### config.mk
export PLATFORM = sky130hd
export DESIGN_NAME = bark_band_energy_analyzer_top
export DESIGN_NICKNAME = d
export VERILOG_FILES = /design/src/hw/rtl/bbea_pkg.sv /design/src/hw/rtl/bbea_isqrt.sv /design/src/hw/rtl/bark_band_energy_analyzer_top.sv
export SDC_FILE = /design/constraint.sdc
export NUM_CORES = 2
export LEC_CHECK = 0
export BUFFER_PORTS_ARGS = -buffer_cell sky130_fd_sc_hd__buf_2
export CORE_UTILIZATION = 65
export CTS_CLUSTER_SIZE = 20
export DETAILED_ROUTE_END_ITERATION = 8
export PLACE_DENSITY = 0.82
export SETUP_SLACK_MARGIN = 0.02
export SLEW_MARGIN = 20
export SYNTH_ARGS = -nofsm -noshare
export SYNTH_HDL_FRONTEND = slang
export SYNTH_HIERARCHICAL = 1
export SYNTH_SLANG_ARGS = --single-unit
### constraint.sdc
create_clock -name clk -period 23.8 [get_ports clk]
set_clock_uncertainty 0.05 [all_clocks]
set_input_delay 3.57 -clock clk [delete_from_list [all_inputs] [get_ports clk]]
set_output_delay 3.57 -clock clk [all_outputs]
set_load 0.01 [all_outputs]
### src/hw/rtl/bbea_pkg.sv
// ----------------------------------------------------------------------------
// Bark band energy analyzer package
// Shared widths, register indexes and the band edge and weight tables.
// ----------------------------------------------------------------------------
package bbea_pkg;

    localparam int BAND_COUNT   = 24;
    localparam int BAND_W       = 5;
    localparam int MAX_FFT_SIZE = 8192;
    localparam int RATE_W       = 18;
    localparam int FFT_W        = 14;
    localparam int CNT_W        = 13;
    localparam int FSUM_W       = 31;
    localparam int ENERGY_W     = 48;
    localparam int POW_W        = 32;
    localparam int ROOT_W       = ENERGY_W / 2;
    localparam int MAG_W        = 24;
    localparam int EDGE_W       = 14;
    localparam int COEF_W       = 17;
    localparam int CFG_IDX_W    = 2;
    localparam int CFG_DATA_W   = 18;

    localparam logic [BAND_W-1:0] TOP_BAND = BAND_W'(BAND_COUNT - 1);
    localparam logic [CNT_W-1:0]  CNT_MAX  = {CNT_W{1'b1}};
    localparam logic [FFT_W-1:0]  FFT_LIMIT = FFT_W'(MAX_FFT_SIZE);

    localparam logic [CFG_IDX_W-1:0] REG_SAMPLE_RATE = 2'd0;
    localparam logic [CFG_IDX_W-1:0] REG_FFT_SIZE    = 2'd1;

    function automatic logic [EDGE_W-1:0] band_edge(input logic [BAND_W-1:0] band);
        logic [EDGE_W-1:0] edge_hz;
        case (band)
            5'd0:    edge_hz = 14'd100;
            5'd1:    edge_hz = 14'd200;
            5'd2:    edge_hz = 14'd300;
            5'd3:    edge_hz = 14'd400;
            5'd4:    edge_hz = 14'd510;
            5'd5:    edge_hz = 14'd630;
            5'd6:    edge_hz = 14'd770;
            5'd7:    edge_hz = 14'd920;
            5'd8:    edge_hz = 14'd1080;
            5'd9:    edge_hz = 14'd1270;
            5'd10:   edge_hz = 14'd1480;
            5'd11:   edge_hz = 14'd1720;
            5'd12:   edge_hz = 14'd2000;
            5'd13:   edge_hz = 14'd2320;
            5'd14:   edge_hz = 14'd2700;
            5'd15:   edge_hz = 14'd3150;
            5'd16:   edge_hz = 14'd3700;
            5'd17:   edge_hz = 14'd4400;
            5'd18:   edge_hz = 14'd5300;
            5'd19:   edge_hz = 14'd6400;
            5'd20:   edge_hz = 14'd7700;
            5'd21:   edge_hz = 14'd9500;
            5'd22:   edge_hz = 14'd12000;
            default: edge_hz = 14'd15500;
        endcase
        return edge_hz;
    endfunction

    function automatic logic [COEF_W-1:0] band_coef(input logic [BAND_W-1:0] band);
        logic [COEF_W-1:0] coef;
        case (band)
            5'd0:    coef = 17'd53971;
            5'd1:    coef = 17'd58814;
            5'd2:    coef = 17'd60362;
            5'd3:    coef = 17'd60362;
            5'd4:    coef = 17'd60362;
            5'd5:    coef = 17'd60127;
            5'd6:    coef = 17'd59043;
            5'd7:    coef = 17'd57633;
            5'd8:    coef = 17'd57460;
            5'd9:    coef = 17'd57736;
            5'd10:   coef = 17'd58041;
            5'd11:   coef = 17'd58734;
            5'd12:   coef = 17'd59578;
            5'd13:   coef = 17'd61124;
            5'd14:   coef = 17'd62861;
            5'd15:   coef = 17'd64456;
            5'd16:   coef = 17'd65536;
            5'd17:   coef = 17'd63840;
            5'd18:   coef = 17'd60816;
            5'd19:   coef = 17'd56687;
            5'd20:   coef = 17'd53724;
            5'd21:   coef = 17'd53657;
            5'd22:   coef = 17'd48290;
            default: coef = 17'd41204;
        endcase
        return coef;
    endfunction

endpackage

### src/hw/rtl/bbea_isqrt.sv
// ----------------------------------------------------------------------------
// Bark band energy analyzer square root unit
// Iterative integer square root, two radicand bits per cycle.
// ----------------------------------------------------------------------------
module bbea_isqrt
(
    input  logic                              clk,
    input  logic                              rst_n,
    input  logic                              start,
    input  logic [bbea_pkg::ENERGY_W-1:0]     radicand,
    output logic                              done,
    output logic [bbea_pkg::ROOT_W-1:0]       root
);

    localparam int REM_W = bbea_pkg::ROOT_W + 2;
    localparam int STEP_W = $clog2(bbea_pkg::ROOT_W + 1);

    typedef enum logic {
        S_IDLE,
        S_RUN
    } state_t;

    state_t                          state_reg, state_next;
    logic [bbea_pkg::ENERGY_W-1:0]   rad_reg, rad_next;
    logic [REM_W-1:0]                rem_reg, rem_next;
    logic [bbea_pkg::ROOT_W-1:0]     root_reg, root_next;
    logic [STEP_W-1:0]               step_reg, step_next;
    logic                            done_reg, done_next;

    logic [REM_W+1:0]                rem_shift;
    logic [REM_W+1:0]                trial;

    assign rem_shift = {rem_reg, rad_reg[bbea_pkg::ENERGY_W-1 -: 2]};
    assign trial     = {2'b00, root_reg, 2'b01};

    always_comb
    begin
        state_next = state_reg;
        rad_next   = rad_reg;
        rem_next   = rem_reg;
        root_next  = root_reg;
        step_next  = step_reg;
        done_next  = 1'b0;
        unique case (state_reg)
            S_IDLE:
            begin
                if (start)
                begin
                    rad_next   = radicand;
                    rem_next   = '0;
                    root_next  = '0;
                    step_next  = '0;
                    state_next = S_RUN;
                end
            end
            S_RUN:
            begin
                rad_next = {rad_reg[bbea_pkg::ENERGY_W-3:0], 2'b00};
                if (rem_shift >= trial)
                begin
                    rem_next  = REM_W'(rem_shift - trial);
                    root_next = {root_reg[bbea_pkg::ROOT_W-2:0], 1'b1};
                end
                else
                begin
                    rem_next  = REM_W'(rem_shift);
                    root_next = {root_reg[bbea_pkg::ROOT_W-2:0], 1'b0};
                end
                step_next = step_reg + 1'b1;
                if (step_reg == STEP_W'(bbea_pkg::ROOT_W - 1))
                begin
                    done_next  = 1'b1;
                    state_next = S_IDLE;
                end
            end
            default:
            begin
                state_next = S_IDLE;
            end
        endcase
    end

    always_ff @(posedge clk or negedge rst_n)
    begin
        if (!rst_n)
        begin
            state_reg <= S_IDLE;
            step_reg  <= '0;
            done_reg  <= 1'b0;
        end
        else
        begin
            state_reg <= state_next;
            step_reg  <= step_next;
            done_reg  <= done_next;
        end
    end

    always_ff @(posedge clk)
    begin
        rad_reg  <= rad_next;
        rem_reg  <= rem_next;
        root_reg <= root_next;
    end

    assign done = done_reg;
    assign root = root_reg;

    a_done_after_run: assert property (@(posedge clk) disable iff (!rst_n)
        done_reg |-> $past(state_reg == S_RUN))
        else $error("square root finished without running");

    a_no_start_busy: assert property (@(posedge clk) disable iff (!rst_n)
        (state_reg == S_RUN) |=> (state_reg == S_RUN) || done_reg)
        else $error("square root left run state early");

    a_step_bound: assert property (@(posedge clk) disable iff (!rst_n)
        step_reg <= STEP_W'(bbea_pkg::ROOT_W))
        else $error("square root step count out of range");

endmodule

### src/hw/rtl/bark_band_energy_analyzer_top.sv
// ----------------------------------------------------------------------------
// Bark band energy analyzer
// A new bin word is accepted only once the last one is done; each bin runs
// through one shared multiplier for the band edge, re*re and im*im, then a saturating add.
// At frame end each of the 24 bands runs the root, wait and emit states in turn,
// with the 24-step square root unit working in the wait state; a frame with a
// count error or overflow instead gives a single error word marked last.
// Reset clears all frame state and loads 44100 Hz and a 1024-point size.
// ----------------------------------------------------------------------------
module bark_band_energy_analyzer_top
(
    input  logic                                clk,
    input  logic                                rst_n,
    input  logic                                cfg_valid,
    output logic                                cfg_ready,
    input  logic [bbea_pkg::CFG_IDX_W-1:0]      cfg_index,
    input  logic [bbea_pkg::CFG_DATA_W-1:0]     cfg_data,
    input  logic                                s_tvalid,
    output logic                                s_tready,
    input  logic [31:0]                         s_tdata,    // bin_real, bin_imag
    input  logic                                s_tlast,    // frame_last
    output logic                                m_tvalid,
    input  logic                                m_tready,
    output logic [31:0]                         m_tdata,    // band_number, band_magnitude
    output logic                                m_tuser,    // frame_error
    output logic                                m_tlast     // result_last
);

    localparam int PROD_W = 43;
    localparam int MULR_W = 40;

    typedef enum logic [3:0] {
        S_IDLE,
        S_EDGE,
        S_SQ_RE,
        S_SQ_IM,
        S_ACC,
        S_ERR,
        S_ROOT,
        S_WAIT,
        S_EMIT
    } state_t;

    state_t                                  state_reg, state_next;
    logic [bbea_pkg::RATE_W-1:0]             rate_reg, rate_next;
    logic [bbea_pkg::FFT_W-1:0]              fft_reg, fft_next;
    logic [bbea_pkg::CNT_W-1:0]              cnt_reg, cnt_next;
    logic [bbea_pkg::FSUM_W-1:0]             fsum_reg, fsum_next;
    logic [bbea_pkg::BAND_W-1:0]             band_reg, band_next;
    logic                                    ovf_reg, ovf_next;
    logic [bbea_pkg::BAND_W-1:0]             k_reg, k_next;
    logic                                    m_tvalid_reg, m_tvalid_next;
    logic [31:0]                             m_tdata_reg, m_tdata_next;
    logic                                    m_tuser_reg, m_tuser_next;
    logic                                    m_tlast_reg, m_tlast_next;

    logic signed [15:0]                      re_reg, re_next;
    logic signed [15:0]                      im_reg, im_next;
    logic                                    last_reg, last_next;
    logic [bbea_pkg::POW_W-1:0]              pow_reg, pow_next;
    logic [MULR_W-1:0]                       mul_reg, mul_next;

    logic [bbea_pkg::ENERGY_W-1:0]           energy_reg [bbea_pkg::BAND_COUNT];
    logic                                    energy_we;
    logic                                    energy_clr;
    logic [bbea_pkg::ENERGY_W:0]             energy_sum;
    logic [bbea_pkg::ENERGY_W-1:0]           energy_wdata;

    logic signed [24:0]                      mul_a;
    logic signed [17:0]                      mul_b;
    logic signed [PROD_W-1:0]                mul_p;

    logic [bbea_pkg::FFT_W-1:0]              size;
    logic [bbea_pkg::FFT_W-1:0]              expected;
    logic [bbea_pkg::FFT_W-1:0]              total;
    logic [bbea_pkg::FSUM_W:0]               fsum_add;
    logic                                    out_free;

    logic                                    sq_start;
    logic                                    sq_done;
    logic [bbea_pkg::ROOT_W-1:0]             sq_root;

    bbea_isqrt u_isqrt
    (
        .clk      (clk),
        .rst_n    (rst_n),
        .start    (sq_start),
        .radicand (energy_reg[k_reg]),
        .done     (sq_done),
        .root     (sq_root)
    );

    assign size     = (fft_reg > bbea_pkg::FFT_LIMIT) ? bbea_pkg::FFT_LIMIT : fft_reg;
    assign expected = {1'b0, size[bbea_pkg::FFT_W-1:1]} + 1'b1;
    assign total    = {1'b0, cnt_reg} + 1'b1;
    assign fsum_add = {1'b0, fsum_reg} + (bbea_pkg::FSUM_W + 1)'(rate_reg);
    assign out_free = !m_tvalid_reg || m_tready;

    assign energy_sum   = {1'b0, energy_reg[band_reg]} + (bbea_pkg::ENERGY_W + 1)'(pow_reg);
    assign energy_wdata = energy_sum[bbea_pkg::ENERGY_W] ? {bbea_pkg::ENERGY_W{1'b1}}
                                                         : energy_sum[bbea_pkg::ENERGY_W-1:0];

    always_comb
    begin
        mul_a = '0;
        mul_b = '0;
        case (state_reg)
            S_EDGE:
            begin
                mul_a = {11'b0, size};
                mul_b = {4'b0, bbea_pkg::band_edge(band_reg)};
            end
            S_SQ_RE:
            begin
                mul_a = {{9{re_reg[15]}}, re_reg};
                mul_b = {{2{re_reg[15]}}, re_reg};
            end
            S_SQ_IM:
            begin
                mul_a = {{9{im_reg[15]}}, im_reg};
                mul_b = {{2{im_reg[15]}}, im_reg};
            end
            S_WAIT:
            begin
                mul_a = {1'b0, sq_root};
                mul_b = {1'b0, bbea_pkg::band_coef(k_reg)};
            end
            default:
            begin
                mul_a = '0;
                mul_b = '0;
            end
        endcase
    end

    assign mul_p = mul_a * mul_b;

    always_comb
    begin
        state_next    = state_reg;
        rate_next     = rate_reg;
        fft_next      = fft_reg;
        cnt_next      = cnt_reg;
        fsum_next     = fsum_reg;
        band_next     = band_reg;
        ovf_next      = ovf_reg;
        k_next        = k_reg;
        m_tvalid_next = m_tvalid_reg && !m_tready;
        m_tdata_next  = m_tdata_reg;
        m_tuser_next  = m_tuser_reg;
        m_tlast_next  = m_tlast_reg;
        re_next       = re_reg;
        im_next       = im_reg;
        last_next     = last_reg;
        pow_next      = pow_reg;
        mul_next      = mul_reg;
        energy_we     = 1'b0;
        energy_clr    = 1'b0;
        sq_start      = 1'b0;

        if (cfg_valid)
        begin
            unique case (cfg_index)
                bbea_pkg::REG_SAMPLE_RATE: rate_next = cfg_data;
                bbea_pkg::REG_FFT_SIZE:    fft_next  = cfg_data[bbea_pkg::FFT_W-1:0];
                default:                   ;
            endcase
        end

        unique case (state_reg)
            S_IDLE:
            begin
                if (s_tvalid)
                begin
                    re_next    = s_tdata[15:0];
                    im_next    = s_tdata[31:16];
                    last_next  = s_tlast;
                    state_next = S_EDGE;
                end
            end
            S_EDGE:
            begin
                mul_next   = mul_p[MULR_W-1:0];
                state_next = S_SQ_RE;
            end
            S_SQ_RE:
            begin
                if (band_reg < bbea_pkg::TOP_BAND && {9'b0, fsum_reg} >= mul_reg)
                begin
                    band_next = band_reg + 1'b1;
                end
                pow_next   = mul_p[bbea_pkg::POW_W-1:0];
                state_next = S_SQ_IM;
            end
            S_SQ_IM:
            begin
                pow_next   = pow_reg + mul_p[bbea_pkg::POW_W-1:0];
                state_next = S_ACC;
            end
            S_ACC:
            begin
                energy_we = 1'b1;
                if (!last_reg)
                begin
                    if (cnt_reg == bbea_pkg::CNT_MAX)
                    begin
                        ovf_next = 1'b1;
                    end
                    else
                    begin
                        cnt_next = cnt_reg + 1'b1;
                    end
                    fsum_next  = fsum_add[bbea_pkg::FSUM_W] ? {bbea_pkg::FSUM_W{1'b1}}
                                                             : fsum_add[bbea_pkg::FSUM_W-1:0];
                    state_next = S_IDLE;
                end
                else if (ovf_reg || total != expected)
                begin
                    state_next = S_ERR;
                end
                else
                begin
                    k_next     = '0;
                    state_next = S_ROOT;
                end
            end
            S_ERR:
            begin
                if (out_free)
                begin
                    m_tvalid_next = 1'b1;
                    m_tdata_next  = '0;
                    m_tuser_next  = 1'b1;
                    m_tlast_next  = 1'b1;
                    energy_clr    = 1'b1;
                    state_next    = S_IDLE;
                end
            end
            S_ROOT:
            begin
                sq_start   = 1'b1;
                state_next = S_WAIT;
            end
            S_WAIT:
            begin
                if (sq_done)
                begin
                    mul_next   = mul_p[MULR_W-1:0];
                    state_next = S_EMIT;
                end
            end
            S_EMIT:
            begin
                if (out_free)
                begin
                    m_tvalid_next = 1'b1;
                    m_tdata_next  = {3'b0, mul_reg[MULR_W-1:16], k_reg};
                    m_tuser_next  = 1'b0;
                    m_tlast_next  = (k_reg == bbea_pkg::TOP_BAND);
                    if (k_reg == bbea_pkg::TOP_BAND)
                    begin
                        energy_clr = 1'b1;
                        state_next = S_IDLE;
                    end
                    else
                    begin
                        k_next     = k_reg + 1'b1;
                        state_next = S_ROOT;
                    end
                end
            end
            default:
            begin
                state_next = S_IDLE;
            end
        endcase

        if (energy_clr)
        begin
            cnt_next  = '0;
            fsum_next = '0;
            band_next = '0;
            ovf_next  = 1'b0;
        end
    end

    always_ff @(posedge clk or negedge rst_n)
    begin
        if (!rst_n)
        begin
            state_reg    <= S_IDLE;
            rate_reg     <= 18'd44100;
            fft_reg      <= 14'd1024;
            cnt_reg      <= '0;
            fsum_reg     <= '0;
            band_reg     <= '0;
            ovf_reg      <= 1'b0;
            k_reg        <= '0;
            m_tvalid_reg <= 1'b0;
        end
        else
        begin
            state_reg    <= state_next;
            rate_reg     <= rate_next;
            fft_reg      <= fft_next;
            cnt_reg      <= cnt_next;
            fsum_reg     <= fsum_next;
            band_reg     <= band_next;
            ovf_reg      <= ovf_next;
            k_reg        <= k_next;
            m_tvalid_reg <= m_tvalid_next;
        end
    end

    always_ff @(posedge clk)
    begin
        m_tdata_reg <= m_tdata_next;
        m_tuser_reg <= m_tuser_next;
        m_tlast_reg <= m_tlast_next;
        re_reg      <= re_next;
        im_reg      <= im_next;
        last_reg    <= last_next;
        pow_reg     <= pow_next;
        mul_reg     <= mul_next;
    end

    always_ff @(posedge clk or negedge rst_n)
    begin
        if (!rst_n)
        begin
            for (int i = 0; i < bbea_pkg::BAND_COUNT; i++)
            begin
                energy_reg[i] <= '0;
            end
        end
        else if (energy_clr)
        begin
            for (int i = 0; i < bbea_pkg::BAND_COUNT; i++)
            begin
                energy_reg[i] <= '0;
            end
        end
        else if (energy_we)
        begin
            energy_reg[band_reg] <= energy_wdata;
        end
    end

    assign cfg_ready = 1'b1;
    assign s_tready  = (state_reg == S_IDLE);
    assign m_tvalid  = m_tvalid_reg;
    assign m_tdata   = m_tdata_reg;
    assign m_tuser   = m_tuser_reg;
    assign m_tlast   = m_tlast_reg;

    a_band_range: assert property (@(posedge clk) disable iff (!rst_n)
        band_reg <= bbea_pkg::TOP_BAND)
        else $error("band index beyond the top band");

    a_accept_starts: assert property (@(posedge clk) disable iff (!rst_n)
        (s_tvalid && s_tready) |=> (state_reg == S_EDGE))
        else $error("accepted bin did not start processing");

    a_error_is_last: assert property (@(posedge clk) disable iff (!rst_n)
        (m_tvalid && m_tuser) |-> m_tlast)
        else $error("error word not marked last");

    a_last_band: assert property (@(posedge clk) disable iff (!rst_n)
        (m_tvalid && m_tlast && !m_tuser) |-> (m_tdata[4:0] == bbea_pkg::TOP_BAND))
        else $error("last word of a frame is not the top band");

    a_root_in_wait: assert property (@(posedge clk) disable iff (!rst_n)
        sq_done |-> (state_reg == S_WAIT))
        else $error("square root result arrived outside the wait state");

endmodule
==> results.yml <==
status:
  status: "finished, violations left"
  violations: "design-rule violations"
final_layout:
  nets: 9719
  area_growth_pct: 6.52
  final_cell_mix: "dfrtp_1 (1234), nand3_1 (1196), o21ai_1 (711), o21ai_0 (617), inv_1 (578)"
  drive_above_1_share_pct: 13.7
  largest_reg_flops: 1152
  final_util_pct: 70.1
  layout_commonest_cell: "dfrtp_1"
die:
  die_y_um: 390
  core_area_mm2: 0.149
  fp-row-count: 141
  dieArea_mm2: 0.152
  io_pins: 95
  die_x_um: 390
  start_util_pct: 65.8
clock_tree:
  clkLatencyLatePin_ns: 0.82
  ctsResizeCount: 0
  htreeDepth: 4
  cts_root_buf: "clkbuf_16"
  cts.sinks: 1485
  numCtsBuffers: 157
  cts_tree: "done"
  postCtsSetupBuffers: 0
  cts_hold_buf: 0
  clk_pin_slew_ns: 0.06
  cts_buffer_depth: 3
sta:
  tightest_slew_ns: 1.29
  setup_violations: 0
  finalMaxSlewViolations: 0
  hold_viol_final: 0
  final.setup.tns_ns: 0
  rsz0062_at_grt: "false"
  period_share_pct: 49.3
  max_freq_ghz: 0.0852
  period_minus_slack_ns: 11.74
  slew_headroom_pct: 13.7
setup_path:
  worst_path_max_delay_cell: "dfrtp_4"
  cp.arrival_ns: 12.23
  end_kind: "flop"
  r2r_start: "band_reg[0]$_DFFE_PN0P_"
  crit_top_cell: "ha_1"
  required_ns: 24.29
  max_stage_delay_ns: 0.96
  crit_start: "band_reg[0]$_DFFE_PN0P_"
  startpoint_type: "flop"
  critPathKind: "reg -> reg"
  cp_max_fo: 95
global_routing:
  grt_pass1_wl_um: 476000
  antenna_found_initial: 11
  grt_pass1_vias: 80345
  grt_max_degree: 247
  track_usage_pct: 41.3
  grt_overflow: 0
route:
  post_drt_wl_per_cell_um: 28.0
  vias: 79910
  vias_per_cell: 7.19
  drtAntennaViolNets: 0
  top_layer_used: "met5"
  wl_met2_um: 137000
  dr.pass1.iters: 8
  wl_um: 311000
  drtIter0Drc: 10603
  wl_met3_um: 44800
  drcViolationCount: 2
  drt-met1-wl_um: 106000
yosys:
  synthCells: 9411
  synth_area_leaders: "dfrtp_1 (32%), mux4_2 (12%), fa_1 (8.6%), edfxtp_1 (7.2%), nand3_1 (6.1%)"
  syn_avg_cell_area_um2: 10.4
  async_flop_share_pct: 84.2
  ys_types: 109
  synth_top_area_share_pct: 31.8
  synth_top_flop_cell: "dfrtp_1"
  ys_seq_area_share_pct: 39.2
  synth_largest_area_cell: "dfrtp_1"
  synth-seq-cells: 1485
  ys_warn_count: 6
  synth_edf_count: 234
  synth_area_mm2: 0.0978
power_and_ir_drop:
  power_leakage_nw: 46.1
  power.total_w: 0.00527
  p_per_area_mw_per_mm2: 50.6
  max-vdd-ir-drop_mv: 0.0680
run:
  maxCapViolCount: 0
placed_design:
  routabilityCongestion: 1.04
  dp_hpwl_um: 194000
  port-buffer-count: 90
worst_hold_path:
  hold_path_class: "reg -> reg"
  min-delay-start: "energy_reg[19]$_DFFE_PN0P_"
## power by group
part / internal (W) / total (W) / switching (W)
clock: 0.00141 / 0.00249 / 0.00108
sequential: 0.00259 / 0.00261 / 0.0000211
combinational: 0.0000642 / 0.000175 / 0.000111
## metal layers
layer	up-vias	track usage [%]
met2	6006	61.2
met4	12	25.9
met1	39218	52.6
met5	-	0
li1	33081	-
met3	1593	13.9
## through the flow
| stage | hold WS [ns] | setup slack (ns) | area, um^2 | instances |
|---|---|---|---|---|
| finish | 0.469 | 12.06 | 104000 | 11111 |
| CTS | 0.470 | 12.18 | 104000 | 11107 |
| global route | 0.488 | 11.45 | 104000 | 11109 |
| floorplan | 0.424 | 13.61 | 97800 | 9420 |
| global placement | 0.443 | 12.26 | 98900 | 10819 |
| detailed placement | 0.453 | 12.21 | 98900 | 10819 |
## worst max-delay path, delay by kind of cell, from the launching register on
family / cells / cell delay (ns)
multiplexers: 1 / 0.10
AO/OA/AOI/OAI: 14 / 4.56
AND/OR/NAND/NOR: 3 / 0.61
buffers and inverters: 4 / 1.13
adder cells (fa/ha/maj): 10 / 3.66
XOR/XNOR: 2 / 0.34
flip-flops: 1 / 0.96
## layout make-up
| type | count | area, um^2 |
|---|---|---|
| multi-input combinational | 6507 | 54200 |
| fill | 10464 | 44400 |
| clock buffer | 226 | 4520 |
| timing repair buffer | 241 | 1680 |
| tap | 2002 | 2500 |
| sequential | 1485 | 38400 |
| inverter | 585 | 2210 |
| clock inverter | 62 | 698 |
| antenna | 3 | 7.51 |
## cells by family (layout without fill, tap and decap cells)
logic type / count (synthesis) / after routing / share of synthesized area (%)
buffers and inverters: 1428 / 1114 / 5.83
xor gates and xnor gates: 178 / 178 / 1.62
and+or+nand+nor: 2550 / 2550 / 12.2
adders and majority gates: 684 / 684 / 12.0
muxes: 938 / 938 / 16.4
other: 2 / 14 / 0.00768
DFF: 1485 / 1485 / 39.2
AOI/OAI and AO/OA: 2146 / 2146 / 12.7
## cell usage after synthesis, types with 231 or more instances
| cell type | count |
|---|---|
| dfrtp_1 | 1244 |
| nand3_1 | 1200 |
| o21ai_1 | 711 |
| o21ai_0 | 619 |
| clkbuf_1 | 617 |
| inv_1 | 581 |
| nand2_1 | 529 |
| mux4_2 | 517 |
| nor2_1 | 480 |
| fa_1 | 421 |
| mux2i_1 | 326 |
| ha_1 | 263 |
| edfxtp_1 | 234 |
| a21oi_1 | 231 |
## path summary, 6_finish.rpt
kind	to	slack (ns)	cells past startpoint
min in group asynchronous	energy_reg[156]$_DFFE_PN0P_	2.71	1
setup / recovery	pow_reg[31]$_DFFE_PP_	12.06	34
max in group asynchronous	energy_reg[704]$_DFFE_PN0P_	16.87	5
hold reg to reg	energy_reg[19]$_DFFE_PN0P_	0.47	2
hold / removal	energy_reg[19]$_DFFE_PN0P_	0.47	2
setup reg to reg	pow_reg[31]$_DFFE_PP_	12.06	34
Note: power is estimated with default switching activity, not from simulation.
